$ cat src/bpc_pkg.sv
// ----------------------------------------------------------------------------
// bpc_pkg: shared types and codes of the button press classifier
// Holds mode codes, event codes, register indexes, item kinds and the
// threshold bundle that goes from the top level to every button unit.
// ----------------------------------------------------------------------------
package bpc_pkg;

    // field widths
    localparam int PIN_W   = 4;
    localparam int IDX_W   = 2;
    localparam int EVENT_W = 2;
    localparam int COUNT_W = 8;
    localparam int MODE_W  = 3;
    localparam int THR_W   = 8;
    localparam int CFG_IDX_W = 2;

    // packed stream widths, padded to whole bytes
    localparam int S_TDATA_W = 8;
    localparam int M_TDATA_W = 8;

    // item kinds carried in s_tuser
    localparam logic KIND_SCAN = 1'b0;
    localparam logic KIND_READ = 1'b1;

    // per-button mode codes
    localparam logic [MODE_W-1:0] MODE_OFF          = 3'd0;
    localparam logic [MODE_W-1:0] MODE_ON           = 3'd1;
    localparam logic [MODE_W-1:0] MODE_PUSHING      = 3'd2;
    localparam logic [MODE_W-1:0] MODE_PUSHED       = 3'd3;
    localparam logic [MODE_W-1:0] MODE_LONG_PUSH    = 3'd4;
    localparam logic [MODE_W-1:0] MODE_LONG_PUSHING = 3'd5;

    // event codes
    localparam logic [EVENT_W-1:0] EV_NONE   = 2'd0;
    localparam logic [EVENT_W-1:0] EV_SHORT  = 2'd1;
    localparam logic [EVENT_W-1:0] EV_LONG   = 2'd2;
    localparam logic [EVENT_W-1:0] EV_REPEAT = 2'd3;

    // configuration register indexes
    localparam logic [CFG_IDX_W-1:0] REG_PUSH_THR   = 2'd0;
    localparam logic [CFG_IDX_W-1:0] REG_LONG_THR   = 2'd1;
    localparam logic [CFG_IDX_W-1:0] REG_REPEAT_THR = 2'd2;

    // configuration reset values
    localparam logic [THR_W-1:0] PUSH_THR_RST   = 8'd3;
    localparam logic [THR_W-1:0] LONG_THR_RST   = 8'd100;
    localparam logic [THR_W-1:0] REPEAT_THR_RST = 8'd20;

    // threshold bundle
    typedef struct packed {
        logic [THR_W-1:0] push_thr;
        logic [THR_W-1:0] long_thr;
        logic [THR_W-1:0] repeat_thr;
    } thresh_t;

endpackage

$ cat src/bpc_button.sv
// ----------------------------------------------------------------------------
// bpc_button: state and press counter of one button
// Updates mode and count on a scan tick, and consumes the pending event on
// a read of this button, answering the event code in the same cycle.
// ----------------------------------------------------------------------------
module bpc_button (
    input  logic                          aclk,
    input  logic                          aresetn,
    input  logic                          scan_en,
    input  logic                          read_en,
    input  logic                          pressed,
    input  bpc_pkg::thresh_t              thr,
    output logic [bpc_pkg::EVENT_W-1:0]   event_code
);
    import bpc_pkg::*;

    logic [MODE_W-1:0]  mode_reg,  mode_next;
    logic [COUNT_W-1:0] count_reg, count_next;
    logic [COUNT_W-1:0] count_inc;

    // held ticks advance before the mode is examined
    assign count_inc = pressed ? COUNT_W'(count_reg + 1'b1) : count_reg;

    // next mode, count and event
    always_comb begin
        mode_next  = mode_reg;
        count_next = count_reg;
        event_code = EV_NONE;
        if (scan_en) begin
            count_next = count_inc;
            case (mode_reg)
                MODE_OFF: begin
                    if (pressed) mode_next = MODE_ON;
                    count_next = '0;
                end
                MODE_ON: begin
                    if (!pressed) mode_next = MODE_OFF;
                    else if (count_inc > thr.push_thr) mode_next = MODE_PUSHING;
                end
                MODE_PUSHING: begin
                    if (!pressed) mode_next = MODE_PUSHED;
                    else if (count_inc > thr.long_thr) mode_next = MODE_LONG_PUSH;
                end
                MODE_PUSHED: begin
                    if (pressed) mode_next = MODE_PUSHING;
                end
                MODE_LONG_PUSH, MODE_LONG_PUSHING: begin
                    if (!pressed) mode_next = MODE_OFF;
                end
                default: begin
                    mode_next = MODE_OFF;
                end
            endcase
        end else if (read_en) begin
            case (mode_reg)
                MODE_PUSHED: begin
                    mode_next  = MODE_OFF;
                    event_code = EV_SHORT;
                end
                MODE_LONG_PUSH: begin
                    mode_next  = MODE_LONG_PUSHING;
                    count_next = count_reg - thr.long_thr;
                    event_code = EV_LONG;
                end
                MODE_LONG_PUSHING: begin
                    if (count_reg > thr.repeat_thr) begin
                        count_next = count_reg - thr.repeat_thr;
                        event_code = EV_REPEAT;
                    end
                end
                default: begin
                    event_code = EV_NONE;
                end
            endcase
        end
    end

    // state registers
    always_ff @(posedge aclk) begin
        if (!aresetn) begin
            mode_reg  <= MODE_OFF;
            count_reg <= '0;
        end else begin
            mode_reg  <= mode_next;
            count_reg <= count_next;
        end
    end

endmodule

$ cat src/button_press_classifier_core.sv
// ----------------------------------------------------------------------------
// button_press_classifier_core: short, long and auto-repeat press classifier
// Per-button debounce state machines fed by scan ticks, queried by reads.
// ----------------------------------------------------------------------------
// One request is accepted per clock cycle while s_tready is high. A
// request sits in the input register while every button unit works on it,
// and its result is then captured in the result register, which drives
// the m_ side. The result register decouples the sides. While a result
// waits on m_tready, s_tready stays high only as long as the input register
// is empty, so one more request can be taken before the input stalls. A
// scan tick (s_tuser low) updates all buttons and answers event 0. A read
// (s_tuser high) consumes the named button's event.
// Configuration writes are taken at any time and must only be issued while
// no request is in flight.
module button_press_classifier_core #(
    parameter int NUM_BUTTONS = 4
) (
    input  logic                            aclk,
    input  logic                            aresetn,
    // input requests
    input  logic                            s_tvalid,
    output logic                            s_tready,
    input  logic [bpc_pkg::S_TDATA_W-1:0]   s_tdata,   // pin_levels[3:0], button_index[5:4]
    input  logic                            s_tuser,   // kind
    // results
    output logic                            m_tvalid,
    input  logic                            m_tready,
    output logic [bpc_pkg::M_TDATA_W-1:0]   m_tdata,   // event_code[1:0]
    // configuration writes
    input  logic                            cfg_valid,
    output logic                            cfg_ready,
    input  logic [bpc_pkg::CFG_IDX_W-1:0]   cfg_index,
    input  logic [bpc_pkg::THR_W-1:0]       cfg_data
);
    import bpc_pkg::*;

    thresh_t            thr_reg;
    logic               in_valid_reg;
    logic               in_kind_reg;
    logic [PIN_W-1:0]   in_pins_reg;
    logic [IDX_W-1:0]   in_idx_reg;
    logic               out_valid_reg;
    logic [EVENT_W-1:0] out_event_reg;
    logic [EVENT_W-1:0] event_next;
    logic               advance;
    logic               fire;
    logic [EVENT_W-1:0] btn_event [NUM_BUTTONS];

    // configuration registers
    assign cfg_ready = 1'b1;

    always_ff @(posedge aclk) begin
        if (!aresetn) begin
            thr_reg.push_thr   <= PUSH_THR_RST;
            thr_reg.long_thr   <= LONG_THR_RST;
            thr_reg.repeat_thr <= REPEAT_THR_RST;
        end else if (cfg_valid && cfg_ready) begin
            case (cfg_index)
                REG_PUSH_THR:   thr_reg.push_thr   <= cfg_data;
                REG_LONG_THR:   thr_reg.long_thr   <= cfg_data;
                REG_REPEAT_THR: thr_reg.repeat_thr <= cfg_data;
                default: ;
            endcase
        end
    end

    // handshake between input and result registers
    assign advance  = !out_valid_reg || m_tready;
    assign fire     = in_valid_reg && advance;
    assign s_tready = !in_valid_reg || advance;

    // input register
    always_ff @(posedge aclk) begin
        if (!aresetn) begin
            in_valid_reg <= 1'b0;
        end else if (s_tready) begin
            in_valid_reg <= s_tvalid;
        end
    end

    always_ff @(posedge aclk) begin
        if (s_tvalid && s_tready) begin
            in_kind_reg <= s_tuser;
            in_pins_reg <= s_tdata[PIN_W-1:0];
            in_idx_reg  <= s_tdata[PIN_W+IDX_W-1:PIN_W];
        end
    end

    // button units
    for (genvar b = 0; b < NUM_BUTTONS; b++) begin : g_btn
        logic pressed;
        logic read_sel;

        if (b < PIN_W) begin : g_pin
            assign pressed = !in_pins_reg[b];
        end else begin : g_nopin
            assign pressed = 1'b0;
        end

        assign read_sel = (int'(in_idx_reg) == b);

        bpc_button u_button (
            .aclk       (aclk),
            .aresetn    (aresetn),
            .scan_en    (fire && (in_kind_reg == KIND_SCAN)),
            .read_en    (fire && (in_kind_reg == KIND_READ) && read_sel),
            .pressed    (pressed),
            .thr        (thr_reg),
            .event_code (btn_event[b])
        );
    end

    // only the read button can answer nonzero
    always_comb begin
        event_next = EV_NONE;
        for (int i = 0; i < NUM_BUTTONS; i++) begin
            event_next = event_next | btn_event[i];
        end
    end

    // result register
    always_ff @(posedge aclk) begin
        if (!aresetn) begin
            out_valid_reg <= 1'b0;
        end else if (advance) begin
            out_valid_reg <= in_valid_reg;
        end
    end

    always_ff @(posedge aclk) begin
        if (fire) begin
            out_event_reg <= event_next;
        end
    end

    assign m_tvalid = out_valid_reg;
    assign m_tdata  = {{(M_TDATA_W-EVENT_W){1'b0}}, out_event_reg};

    // a held request is never dropped while the result side stalls
    a_hold_in : assert property (@(posedge aclk) disable iff (!aresetn)
        in_valid_reg && !advance |=> in_valid_reg)
        else $error("request lost from input register");

    // a processed request always shows up as a result
    a_fire_out : assert property (@(posedge aclk) disable iff (!aresetn)
        fire |=> m_tvalid)
        else $error("processed request produced no result");

    // scan ticks never report an event
    a_scan_zero : assert property (@(posedge aclk) disable iff (!aresetn)
        fire && (in_kind_reg == KIND_SCAN) |=> m_tdata[EVENT_W-1:0] == EV_NONE)
        else $error("scan tick reported an event");

endmodule

$ cat config.mk
export PLATFORM = sky130hd
export DESIGN_NAME = button_press_classifier_core
export DESIGN_NICKNAME = d
export VERILOG_FILES = /design/src/bpc_pkg.sv /design/src/bpc_button.sv /design/src/button_press_classifier_core.sv
export SDC_FILE = /design/constraint.sdc
export NUM_CORES = 1
export LEC_CHECK = 0
export ABC_AREA = 1
export BUFFER_PORTS_ARGS = -buffer_cell sky130_fd_sc_hd__buf_4
export CAP_MARGIN = 10
export CORE_MARGIN = 3
export CORE_UTILIZATION = 25
export CTS_CLUSTER_SIZE = 10
export DETAILED_ROUTE_END_ITERATION = 7
export GPL_TIMING_DRIVEN = 0
export PLACE_DENSITY = 0.35
export RECOVER_POWER = 50
export SLEW_MARGIN = 0
export SYNTH_ARGS = -nofsm -noshare
export SYNTH_HDL_FRONTEND = slang
export SYNTH_SLANG_ARGS = --single-unit
$ cat constraint.sdc
create_clock -name aclk -period 3.1 [get_ports aclk]
set_input_delay 0.62 -clock aclk [delete_from_list [all_inputs] [get_ports aclk]]
set_output_delay 0.62 -clock aclk [all_outputs]
set_load 0.02 [all_outputs]
==> out/results.ini, run 1 <==
[setup_path]
critPathTopFamily = flip-flops
rr_worst_depth = 13
worstPathCellList = clkinvlp_4 > buf_4 > ha_1 > nand2_1 > o21ai_0 > nand3_1 > nand3_1 > nand2_1 > o21ai_0 > nand2_1 > nand2_1 > nand2_1 > inv_1
critPathSlowestCell = dfxtp_1
cpPeakStageDelay_ns = 0.86
worstPathMaxFanout = 5
required_ns = 3.41
crit_buf_inv = 3
start_kind = flip-flop
cp.depth = 13
crit_type = reg2reg
arrival_ns = 3.18
crit_path_end_kind = flip-flop
path_common_cell = nand2_1

[logic_synthesis]
synth-main-ff-cell = dfxtp_1
synth.avg_cell_area_um2 = 6.46
ys_seq_area_share_pct = 18.5
synth_largest_area_cell = ha_1
synth_cells = 1402
ys_warn_count = 0
synth_top_area_share_pct = 17.7
yosys-top-cells-area = ha_1 18%, dfxtp_1 15%, nand2_1 14%
async_flop_share_pct = 0
ys_ff_latch = 79
syn-cell-area_um2 = 9060
ys_types = 50
synth_edf_count = 9

[grt]
grt_start_max_net_pins = 14
grt.overflow.total = 0
antenna_found_initial = 1
track_usage_pct = 18.2
grt_pass1_vias = 8559
grt_pass1_wl_um = 52600

[routing]
drtIter0Drc = 566
drtAntennaViolNets = 0
viasPerCell = 4.74
wl_per_cell_um = 18.3
routed_wl_um = 34900
vias = 9058
dr.pass1.iters = 5
drc = 0

[cells_and_area]
seqCellArea_um2 = 1670
drive_gt1_share_pct = 7.45
final_util_pct = 28.5
syn2layout_area_growth_pct = 12.2
multi_input_area_um2 = 6520
fill_cells = 4004
finalNetCount = 1605
most-common-layout-cells = 343 x nand2_1, 173 x inv_1, 132 x a21oi_1
fin_cells = 1911
layout_commonest_cell = nand2_1
largest_reg_flops = 32
diodes = 0

[pwr]
swShare_pct = 36.8
p_total_mw = 3.42
p_comb_share_pct = 30.9
cellPowerDensity_nw_per_um2 = 336
switching_power_mw = 1.26
clock_power_share_pct = 35.2
leakage_nw = 5.06
ir_drop_v = 0.000280
p_int_mw = 2.16
power_frac_seq_pct = 33.9

[cts]
clockBufferDepth = 2
cts-root-buf = clkbuf_16
clk-insertion-delay-late_ns = 0.37
h-tree-depth = 3
cts_buffers = 9
clk_pin_slew_ns = 0.07
cts_tree = built
cts.sinks = 79
holdBufCountCts = 0

[timing]
slew_headroom_pct = 37.7
whs_ns = 0.454
fin_crit_sh_pct = 92.5
rsz0062_at_grt = false
min_period_ns = 2.87
finalClockSkew_ns = 0.0116
hold_viol = 0
tns_ns = 0
final-setup-viol-count = 0
drv_slew = 0
max_freq_mhz = 349
tightestPinTransition_ns = 0.935

[status]
status = complete, no violations

[floorplanning]
rows = 69
core-area_um2 = 35700
die_y_um = 196
start_util_pct = 25.4
dieArea_um2 = 38600
top_level_ports = 35
die_w_um = 196

[min_path]
hold_path_class = in2reg
hold_depth = 1

[placement]
place.gp.congestion = 0.815
portBuffers = 24
dp_cells = 1892
hpwl_um = 26700

[job]
drv_cap = 0

==> stage by stage <==
stage	setup slack (ns)	area, um2
2_1_floorplan	0.846	9080
3_3_place_gp	-0.0949	9830
3_5_place_dp	-0.0722	9830
4_1_cts	0.255	10200
5_1_grt	0.0222	10200
6_report	0.233	10200
==> area by class of cell <==
| class | count | area share (%) |
|---|---|---|
| Sequential cell | 79 | 16.5 |
| Clock buffer | 10 | 2.25 |
| Timing Repair Buffer | 27 | 1.81 |
| Buffer | 32 | 1.88 |
| Tap cell | 461 | 5.68 |
| Multi-Input combinational cell | 1109 | 64.1 |
| Inverter | 187 | 6.97 |
| Clock inverter | 6 | 0.825 |
==> cells by family (layout without fill, tap and decap cells) <==
kind of cell,Yosys count,count (layout),share of synthesized area (%)
AO/OA/AOI/OAI,276,276,16.5
XOR/XNOR,39,39,3.77
adder cells (fa/ha/maj),136,136,19.4
buffers and inverters,219,262,9.89
flip-flops,79,79,18.5
multiplexers,1,1,0.124
other,2,7,0.0829
AND/OR/NAND/NOR,650,650,31.8
==> power by group through the flow <==
| stage | clock (mW) | combinational (mW) | sequential (mW) |
|---|---|---|---|
| after global routing | 1.29 | 1.21 | 1.16 |
| final | 1.20 | 1.05 | 1.16 |
| after floorplan | 0 | 0.757 | 1.15 |
| after global placement | 0 | 1.05 | 1.18 |
| after detailed placement | 0 | 1.05 | 1.18 |
| after CTS | 1.25 | 1.06 | 1.16 |
==> final timing paths <==
path / slack [ns] / end / from
hold / removal: 0.45 / in_pins_reg[3] / s_tdata[3]
setup / recovery: 0.23 / g_btn[2].u_button.count_reg[7] / thr_reg[9]
setup reg to reg: 0.23 / g_btn[2].u_button.count_reg[7] / thr_reg[9]
hold reg to reg: 0.51 / g_btn[0].u_button.mode_reg[1] / g_btn[0].u_button.mode_reg[1]
==> Yosys cell counts, types with 3 or more instances <==
master    number
nand4_1       29
a32oi_1        3
nor2_4         6
o21a_1         6
o211ai_1       9
o21ai_1       16
a21o_1         6
clkbuf_1      10
nor2_2         5
o21ai_0       86
edfxtp_1       9
nand3b_1      10
o21bai_1       5
buf_4         10
xnor2_1       10
nor3_2         8
nand3_1       86
ha_1         128
a21oi_1      132
xor2_1        29
buf_6          3
dfxtp_1       70
nand2_1      342
a21boi_0       3
inv_1        173
buf_2          9
nor2_1       120
inv_2         12
nor3_1        28
fa_1           8
nand2_2        7
==> metal layers <==
metal  track usage [%]  up-vias  wire length [um]
li1                  -     4748                 -
met1              25.9     4123             17500
met2              29.6      158             15700
met3              2.24       29              1160
met4              3.93        0               558
met5                 0        -                 0
==> timing repair <==
item / 4_1_cts / 5_1_grt
buffers inserted: 3 / 0
gates resized for setup: 2 / 2
endpoints found under the setup margin: 10 / 4
(Power assumes the default switching activity.)
==> inputs of run 2 (changes only) <==
--- a/config.mk
+++ b/config.mk
@@ -18,4 +18,5 @@
 export SLEW_MARGIN = 0
 export SYNTH_ARGS = -nofsm -noshare
 export SYNTH_HDL_FRONTEND = slang
+export SYNTH_HIERARCHICAL = 1
 export SYNTH_SLANG_ARGS = --single-unit
==> run 2 against run 1 <==
  * Count of clock-buffer cells in the layout grew 4
  * Critical endpoint is now g_btn[3].u_button/mode_reg[2]
  * Final cell count grew 12%
  * Synthesized area grew 8.2%
  * Sequential power is essentially flat
  * Maximum frequency grew 0.67%
==> out/results.ini, run 2 <==
[logic_synthesis]
synth_largest_area_cell = nand2_1
synth.most_common_cell = nand2_1
async_flop_share_pct = 0  ; unchanged
ys_ff_latch = 79  ; unchanged
synth-main-ff-cell = dfxtp_1
ys_types = 48  ; -4.0%
synth_common_cells = 437 x nand2_1, 289 x inv_1, 138 x nor2_1
synth_cells = 1576  ; +12%
synth_top_area_share_pct = 16.7  ; -0.94 points
ys_warn_count = 6  ; +6
yosys-top-cells-area = nand2_1 17%, ha_1 16%, dfxtp_1 14%
ys_seq_area_share_pct = 17.1  ; -1.4 points
synth.avg_cell_area_um2 = 6.22  ; -3.8%
syn-cell-area_um2 = 9800  ; +8.2%
synth_edf_count = 9  ; unchanged

[min_path]
hold_path_class = in2reg
hold_depth = 1  ; unchanged
min_to = in_pins_reg[1]
worst_hold_startpoint = s_tdata[1]

[cells_and_area]
layout_commonest_cell = nand2_1
most-common-layout-cells = 437 x nand2_1, 289 x inv_1, 138 x nor2_1
syn2layout_area_growth_pct = 11.7
fin_cells = 2133  ; +12%
largest_reg_flops = 32  ; unchanged
finalNetCount = 1777  ; +11%
drive_gt1_share_pct = 8.94  ; +1.5 points
diodes = 0  ; unchanged

[routing]
drc = 0  ; unchanged
vias = 9356  ; +3.3%
drtIter0Drc = 351  ; -38%
drtAntennaViolNets = 0  ; unchanged
viasPerCell = 4.39  ; -7.5%
routed_wl_um = 33500  ; -3.9%
wl_per_cell_um = 15.7  ; -14%
dr.pass1.iters = 5  ; unchanged

[pwr]
swShare_pct = 35.9  ; -0.90 points
switching_power_mw = 1.11  ; -12%
clock_power_share_pct = 36.9  ; +1.7 points
p_int_mw = 1.98  ; -8.5%
cellPowerDensity_nw_per_um2 = 282  ; -16%
p_comb_share_pct = 25.5  ; -5.4 points
ir_drop_v = 0.000269  ; -4.1%
power_frac_seq_pct = 37.6  ; +3.7 points
leakage_nw = 5.80  ; +15%

[placement]
place.gp.congestion = 0.796  ; -2.3%
hpwl_um = 26700  ; about the same
dp_cells = 2117  ; +12%
place_ws_ns = 0.0913  ; +0.164 ns
portBuffers = 25  ; +4.2%

[cts]
cts_resized = 0  ; -2
clk_pin_slew_ns = 0.08  ; about the same
cts_tree = built
postCtsSetupBuffers = 0  ; -3
cts_buffers = 9  ; unchanged
holdBufCountCts = 0  ; unchanged
cts-root-buf = clkbuf_16
clk-insertion-delay-late_ns = 0.38  ; about the same
cts.sinks = 79  ; unchanged
clockBufferDepth = 2  ; unchanged
h-tree-depth = 3  ; unchanged

[grt]
grt_pass1_vias = 9083  ; +6.1%
track_usage_pct = 16.6  ; -1.6 points
grt_start_max_net_pins = 13  ; -1
antenna_found_initial = 0  ; -1
grt_pass1_wl_um = 52400  ; -0.36%
grt.overflow.total = 0  ; unchanged

[setup_path]
arrival_ns = 3.13  ; -0.05 ns
critPathSlowestCell = edfxtp_1
crit_type = reg2reg
worstPathMaxFanout = 9  ; +4
r2r_start = in_pins_reg[3]
cpPeakStageDelay_ns = 0.36  ; -0.50 ns
crit_path_end_kind = flip-flop
path_common_cell = nand2_1
rr_worst_depth = 18  ; +5
r2r_setup_slack_ns = 0.25  ; +0.02 ns
start_kind = flip-flop
reg2reg_to = g_btn[3].u_button/mode_reg[2]
required_ns = 3.38  ; -0.03 ns
worstPathCellList = inv_1 > buf_2 > nand4_1 > or2_2 > xor2_1 > inv_1 > ha_1 > nand2_1 > nor2_1 > nand2_1 > nand2_1 > nand2_1 > nand2_1 > nand2_1 > nor2_2 > nand3_1 > nand2_1 > nor2_1

[timing]
drv_slew = 0  ; unchanged
max_freq_mhz = 351  ; +0.67%
tns_ns = 0  ; unchanged
hold_viol = 0  ; unchanged
finalClockSkew_ns = 0.0167  ; +0.00516 ns
final-setup-viol-count = 0  ; unchanged
rsz0062_at_grt = false
tightestPinTransition_ns = 1.00  ; +0.0694 ns
setup_ws_ns = 0.252  ; +0.0190 ns
whs_ns = 0.434  ; -0.0205 ns
slew_headroom_pct = 33.0  ; -4.6 points
fin_crit_sh_pct = 91.9  ; -0.61 points
min_period_ns = 2.85  ; -0.0190 ns

[floorplanning]
core-area_um2 = 38100  ; +6.9%
top_level_ports = 35  ; unchanged
rows = 71  ; +2.9%
dieArea_um2 = 41600  ; +7.9%
start_util_pct = 25.7  ; +0.31 points
die_y_um = 204  ; +3.9%
die_w_um = 204  ; +3.9%

[status]
status = complete, no violations

[job]
drv_cap = 0  ; unchanged

==> run 2: cell types whose count changed after synthesis, sizes merged, moves of 6 or more <==
| cell | change |
|---|---|
| a21oi | -20 |
| inv | +115 |
| nand3b | -9 |
| o211ai | -7 |
| nand2 | +110 |
| nand3 | +7 |
| nor3 | -21 |
| clkbuf | -6 |
| nor2 | +18 |
| buf | +7 |
| o21ai | -26 |
==> run 2: through the flow <==
| step | area, um2 | total power [mW] | util (%) |
|---|---|---|---|
| after floorplan | 9820 | 1.72 | - |
| after global placement | 10600 | 1.98 | 27.9 |
| after CTS | 10900 | 3.15 | 28.7 |
| after global routing | 10900 | 3.30 | 28.7 |
| after detailed placement | 10600 | 1.98 | 27.9 |
| final | 10900 | 3.08 | 28.7 |
==> run 2: logic make-up after synthesis <==
group           Yosys count  share of synthesized area, %
compound gates          233                          13.8
xor+xnor                 39                          3.49
fa+ha+maj               136                          18.0
buf+inv                 336                          14.3
flops                    79                          17.1
other cells               2                        0.0766
simple gates            751                          33.3
==> run 2: cell type report <==
| cell class | instances | area, um2 |
|---|---|---|
| Tap cell | 511 | 639 |
| Multi-Input combinational cell | 1166 | 6770 |
| Fill cell | 4266 | 27200 |
| Clock buffer | 14 | 275 |
| Buffer | 33 | 262 |
| Sequential cell | 79 | 1680 |
| Timing Repair Buffer | 25 | 173 |
| Inverter | 303 | 1140 |
| Clock inverter | 2 | 11.3 |
==> run 2: routing by layer <==
metal  vias up  GRT usage [%]  routed length [um]
met5         -              0                   0
met4         0           4.25                 475
met3        19           1.78                 535
met2        75           29.3               16100
met1      4167           21.6               16500
li1       5095              -                   -
==> run 2: worst max-delay path by stage <==
stage                                              start                        endpoint  slack [ns]  cells after the start
after floorplan           g_btn[3].u_button/count_reg[1]   g_btn[3].u_button/mode_reg[0]        0.77                     17
after global placement                          m_tready  g_btn[2].u_button/count_reg[7]        0.01                     12
after detailed placement                        m_tready  g_btn[0].u_button/count_reg[0]        0.09                     12
after CTS                 g_btn[3].u_button/count_reg[1]   g_btn[3].u_button/mode_reg[2]        0.14                     17
after global routing      g_btn[3].u_button/count_reg[1]   g_btn[3].u_button/mode_reg[1]       0.002                     15
final                                     in_pins_reg[3]   g_btn[3].u_button/mode_reg[2]        0.25                     18
==> run 2: power by group through the flow <==
stage          clock network [mW]  logic [mW]  registers (mW)
2_1_floorplan                   0       0.589            1.13
5_1_grt                      1.22       0.914            1.17
3_5_place_dp                    0       0.791            1.19
4_1_cts                      1.19       0.796            1.16
3_3_place_gp                    0       0.795            1.19
6_report                     1.14       0.786            1.16
==> run 2: worst max-delay path, delay by kind of cell, from the launching register on <==
kind | cells | cell delay [ns]
xor+xnor | 1 | 0.23
fa+ha+maj | 1 | 0.29
flops | 1 | 0.36
buf+inv | 3 | 0.37
simple gates | 13 | 1.50
==> inputs of run 3 (changes only) <==
--- a/config.mk
+++ b/config.mk
@@ -5,15 +5,17 @@
 export SDC_FILE = /design/constraint.sdc
 export NUM_CORES = 1
 export LEC_CHECK = 0
-export ABC_AREA = 1
 export BUFFER_PORTS_ARGS = -buffer_cell sky130_fd_sc_hd__buf_4
 export CAP_MARGIN = 10
+export CELL_PAD_IN_SITES_DETAIL_PLACEMENT = 1
+export CELL_PAD_IN_SITES_GLOBAL_PLACEMENT = 2
 export CORE_MARGIN = 3
 export CORE_UTILIZATION = 25
 export CTS_CLUSTER_SIZE = 10
 export DETAILED_ROUTE_END_ITERATION = 7
+export GPL_ROUTABILITY_DRIVEN = 0
 export GPL_TIMING_DRIVEN = 0
-export PLACE_DENSITY = 0.35
+export PLACE_DENSITY = 0.53
 export RECOVER_POWER = 50
 export SLEW_MARGIN = 0
 export SYNTH_ARGS = -nofsm -noshare
==> run 3 against run 2 <==
  * The run now ends with max-capacitance violations, max-slew violations left
  * Combinational power is 39% higher
  * Power increased by 13%
  * Clock skew shrank 0.010 ns
==> out/results.ini, run 3 <==
[status]
status = complete, but fails checks
violations = max-capacitance violations, max-slew violations

[setup_path]
r2r_setup_slack_ns = 0.18  ; -0.07 ns
r2r_start = m_tvalid
reg2reg_to = out_event_reg[0]
arrival_ns = 3.02  ; -0.11 ns
required_ns = 3.20  ; -0.18 ns
worstPathMaxFanout = 10  ; +1
cp-startpoint = m_tvalid
crit_path_end_kind = flip-flop
crit_type = reg2reg
start_kind = flip-flop
rr_worst_depth = 7  ; -11
cpPeakStageDelay_ns = 0.52  ; +0.16 ns
critPathSlowestCell = nor3b_4
path_common_cell = buf_2
worstPathCellList = nor2b_1 > nor3b_4 > buf_6 > buf_2 > buf_2 > and4b_1 > or4_1

[logic_synthesis]
synth_largest_area_cell = ha_1
synth.avg_cell_area_um2 = 7.90  ; +27%
ys_ff_latch = 79  ; unchanged
ys_types = 89  ; +85%
synth_edf_count = 9  ; unchanged
ys_seq_area_share_pct = 17.5  ; +0.44 points
synth_cells = 1210  ; -23%
ys_warn_count = 6  ; unchanged
synth-main-ff-cell = dfxtp_1
synth_top_area_share_pct = 16.8  ; +0.024 points
yosys-top-cells-area = ha_1 17%, dfxtp_1 15%, inv_1 4.7%
synth.most_common_cell = ha_1
synth_common_cells = 128 x ha_1, 120 x inv_1, 97 x nand2_1
async_flop_share_pct = 0  ; unchanged
syn-cell-area_um2 = 9550  ; -2.5%

[cts]
holdBufCountCts = 0  ; unchanged
cts_tree = built
clockBufferDepth = 2  ; unchanged
clk-insertion-delay-late_ns = 0.36  ; -0.02 ns
cts_buffers = 9  ; unchanged
cts-root-buf = clkbuf_16
clk_pin_slew_ns = 0.07  ; about the same
cts.sinks = 79  ; unchanged
h-tree-depth = 3  ; unchanged

[pwr]
swShare_pct = 36.7  ; +0.86 points
switching_power_mw = 1.28  ; +16%
power_frac_seq_pct = 34.0  ; -3.6 points
p_comb_share_pct = 31.2  ; +5.7 points
p_int_mw = 2.21  ; +12%
leakage_nw = 4.68  ; -19%
clock_power_share_pct = 34.8  ; -2.1 points
cellPowerDensity_nw_per_um2 = 319  ; +13%
ir_drop_v = 0.000216  ; -19%

[cells_and_area]
final_util_pct = 29.5  ; +0.74 points
drive_gt1_share_pct = 12.5  ; +3.6 points
finalNetCount = 1416  ; -20%
layout_commonest_cell = ha_1
syn2layout_area_growth_pct = 14.5
fill_cells = 4509  ; +5.7%
largest_reg_flops = 32  ; unchanged
most-common-layout-cells = 128 x ha_1, 118 x inv_1, 97 x nand2_1

[floorplanning]
rows = 70  ; -1.4%
start_util_pct = 25.7  ; about the same
die_w_um = 201  ; -1.2%
top_level_ports = 35  ; unchanged
die_y_um = 201  ; -1.2%
core-area_um2 = 37100  ; -2.6%
dieArea_um2 = 40600  ; -2.4%

[routing]
wl_per_cell_um = 21.5  ; +37%
vias = 9024  ; -3.5%
routed_wl_um = 37900  ; +13%
drtIter0Drc = 300  ; -15%
drc = 0  ; unchanged
viasPerCell = 5.11  ; +16%
drtAntennaViolNets = 0  ; unchanged
dr.pass1.iters = 7  ; +2

[min_path]
hold_depth = 1  ; unchanged
worst_hold_startpoint = s_tdata[1]
min_to = in_pins_reg[1]
hold_path_class = in2reg

[placement]
portBuffers = 25  ; unchanged
place_ws_ns = -0.518  ; -0.609 ns
hpwl_um = 29400  ; +10%

[timing]
hold_viol = 0  ; unchanged
drv_slew = 8  ; +8
final-setup-viol-count = 0  ; unchanged
fin_crit_sh_pct = 94.3  ; +2.4 points
slew_headroom_pct = -1.83  ; -35 points
setup_ws_ns = 0.177  ; -0.0748 ns
finalClockSkew_ns = 0.00668  ; -0.0100 ns
max_freq_mhz = 342  ; -2.6%
tightestPinTransition_ns = 1.52  ; +0.520 ns
min_period_ns = 2.92  ; +0.0748 ns

[grt]
grt.overflow.total = 0  ; unchanged
antenna_found_initial = 0  ; unchanged
grt_pass1_wl_um = 57800  ; +10%
grt_start_max_net_pins = 18  ; +5
grt_pass1_vias = 9262  ; +2.0%
track_usage_pct = 18.5  ; +1.9 points

[job]
drv_cap = 1  ; +1

## run 3: cell types whose count changed in the layout (fill, tap and decap cells not counted), moves of 15 or more
cell and change:
nor2_1 -68, nor2b_1 +29, nand2b_1 +35, inv_1 -171, nand3_1 -56, nand2_2 -21
nand2_1 -340, o211ai_1 +18, xnor2_1 +15, a31oi_1 +17, o21a_1 +16, mux2i_1 +29
a21oi_1 -39
## run 3: cell families after synthesis
logic type | after synthesis | share of synthesized area [%]
adder cells (fa/ha/maj) | 136 | 18.4
AND/OR/NAND/NOR | 394 | 22.8
buffers and inverters | 169 | 7.77
AO/OA/AOI/OAI | 337 | 24.3
XOR/XNOR | 56 | 5.13
flip-flops | 79 | 17.5
other | 2 | 0.0786
multiplexers | 37 | 3.98
## run 3: what timing repair did
action / 4_1_cts / 5_1_grt
pin swaps: 0 / 8
setup endpoints to repair: 15 / 23
setup buffers: 0 / 6
gates cloned: 0 / 0
resized for setup: 16 / 30
## run 3: final cells by class
cell class	count	area, um2	area share, %
multi-input cells	967	7330	67.0
flip-flops and latches	79	1690	15.4
well taps	504	631	5.77
inverters	120	450	4.12
plain buffers	47	290	2.65
clock buffers	12	289	2.64
repair buffers	32	225	2.06
clock inverters	4	31.3	0.286
diodes	1	2.50	0.0229
## run 3: power groups by stage
stage                     Sequential (mW)  Clock (mW)  Combinational, mW
after floorplan                      1.15           0              0.774
after detailed placement             1.21           0               1.07
after CTS                            1.19        1.27               1.08
after global routing                 1.20        1.30               1.22
after global placement               1.21           0               1.07
final                                1.19        1.21               1.09
## run 3: worst max-delay path: cells and delay by family (launching register included)
family | cells | cell delay (ns)
and+or+nand+nor | 4 | 1.57
buffers and inverters | 3 | 0.77
DFF | 1 | 0.32
## run 3: worst max-delay path by stage
stage / cells after the start / endpoint
2_1_floorplan: 6 / out_event_reg[0]
3_3_place_gp: 7 / out_event_reg[0]
3_5_place_dp: 8 / out_event_reg[0]
4_1_cts: 13 / g_btn[3].u_button/mode_reg[2]
5_1_grt: 10 / g_btn[2].u_button/mode_reg[1]
6_report: 7 / out_event_reg[0]
## run 3: layer usage
layer  vias up  wire (um)  global-route usage (%)
met4         0        381                    3.76
li1       4503          -                       -
met2        86      17700                    31.6
met5         -          0                       0
met1      4417      19000                    25.6
met3        18        768                    1.52
## run 3: per-stage QoR
stage	total power [mW]	hold slack, ns	TNS (ns)	cells	area [um2]
after floorplan	1.93	0.473	0	1215	9570
after global placement	2.28	0.534	-70.26	1744	10400
after detailed placement	2.28	0.531	-1.87	1745	10400
after CTS	3.54	0.407	0	1761	10800
after global routing	3.73	0.436	-0.0494	1765	10900
final	3.49	0.453	0	1766	10900
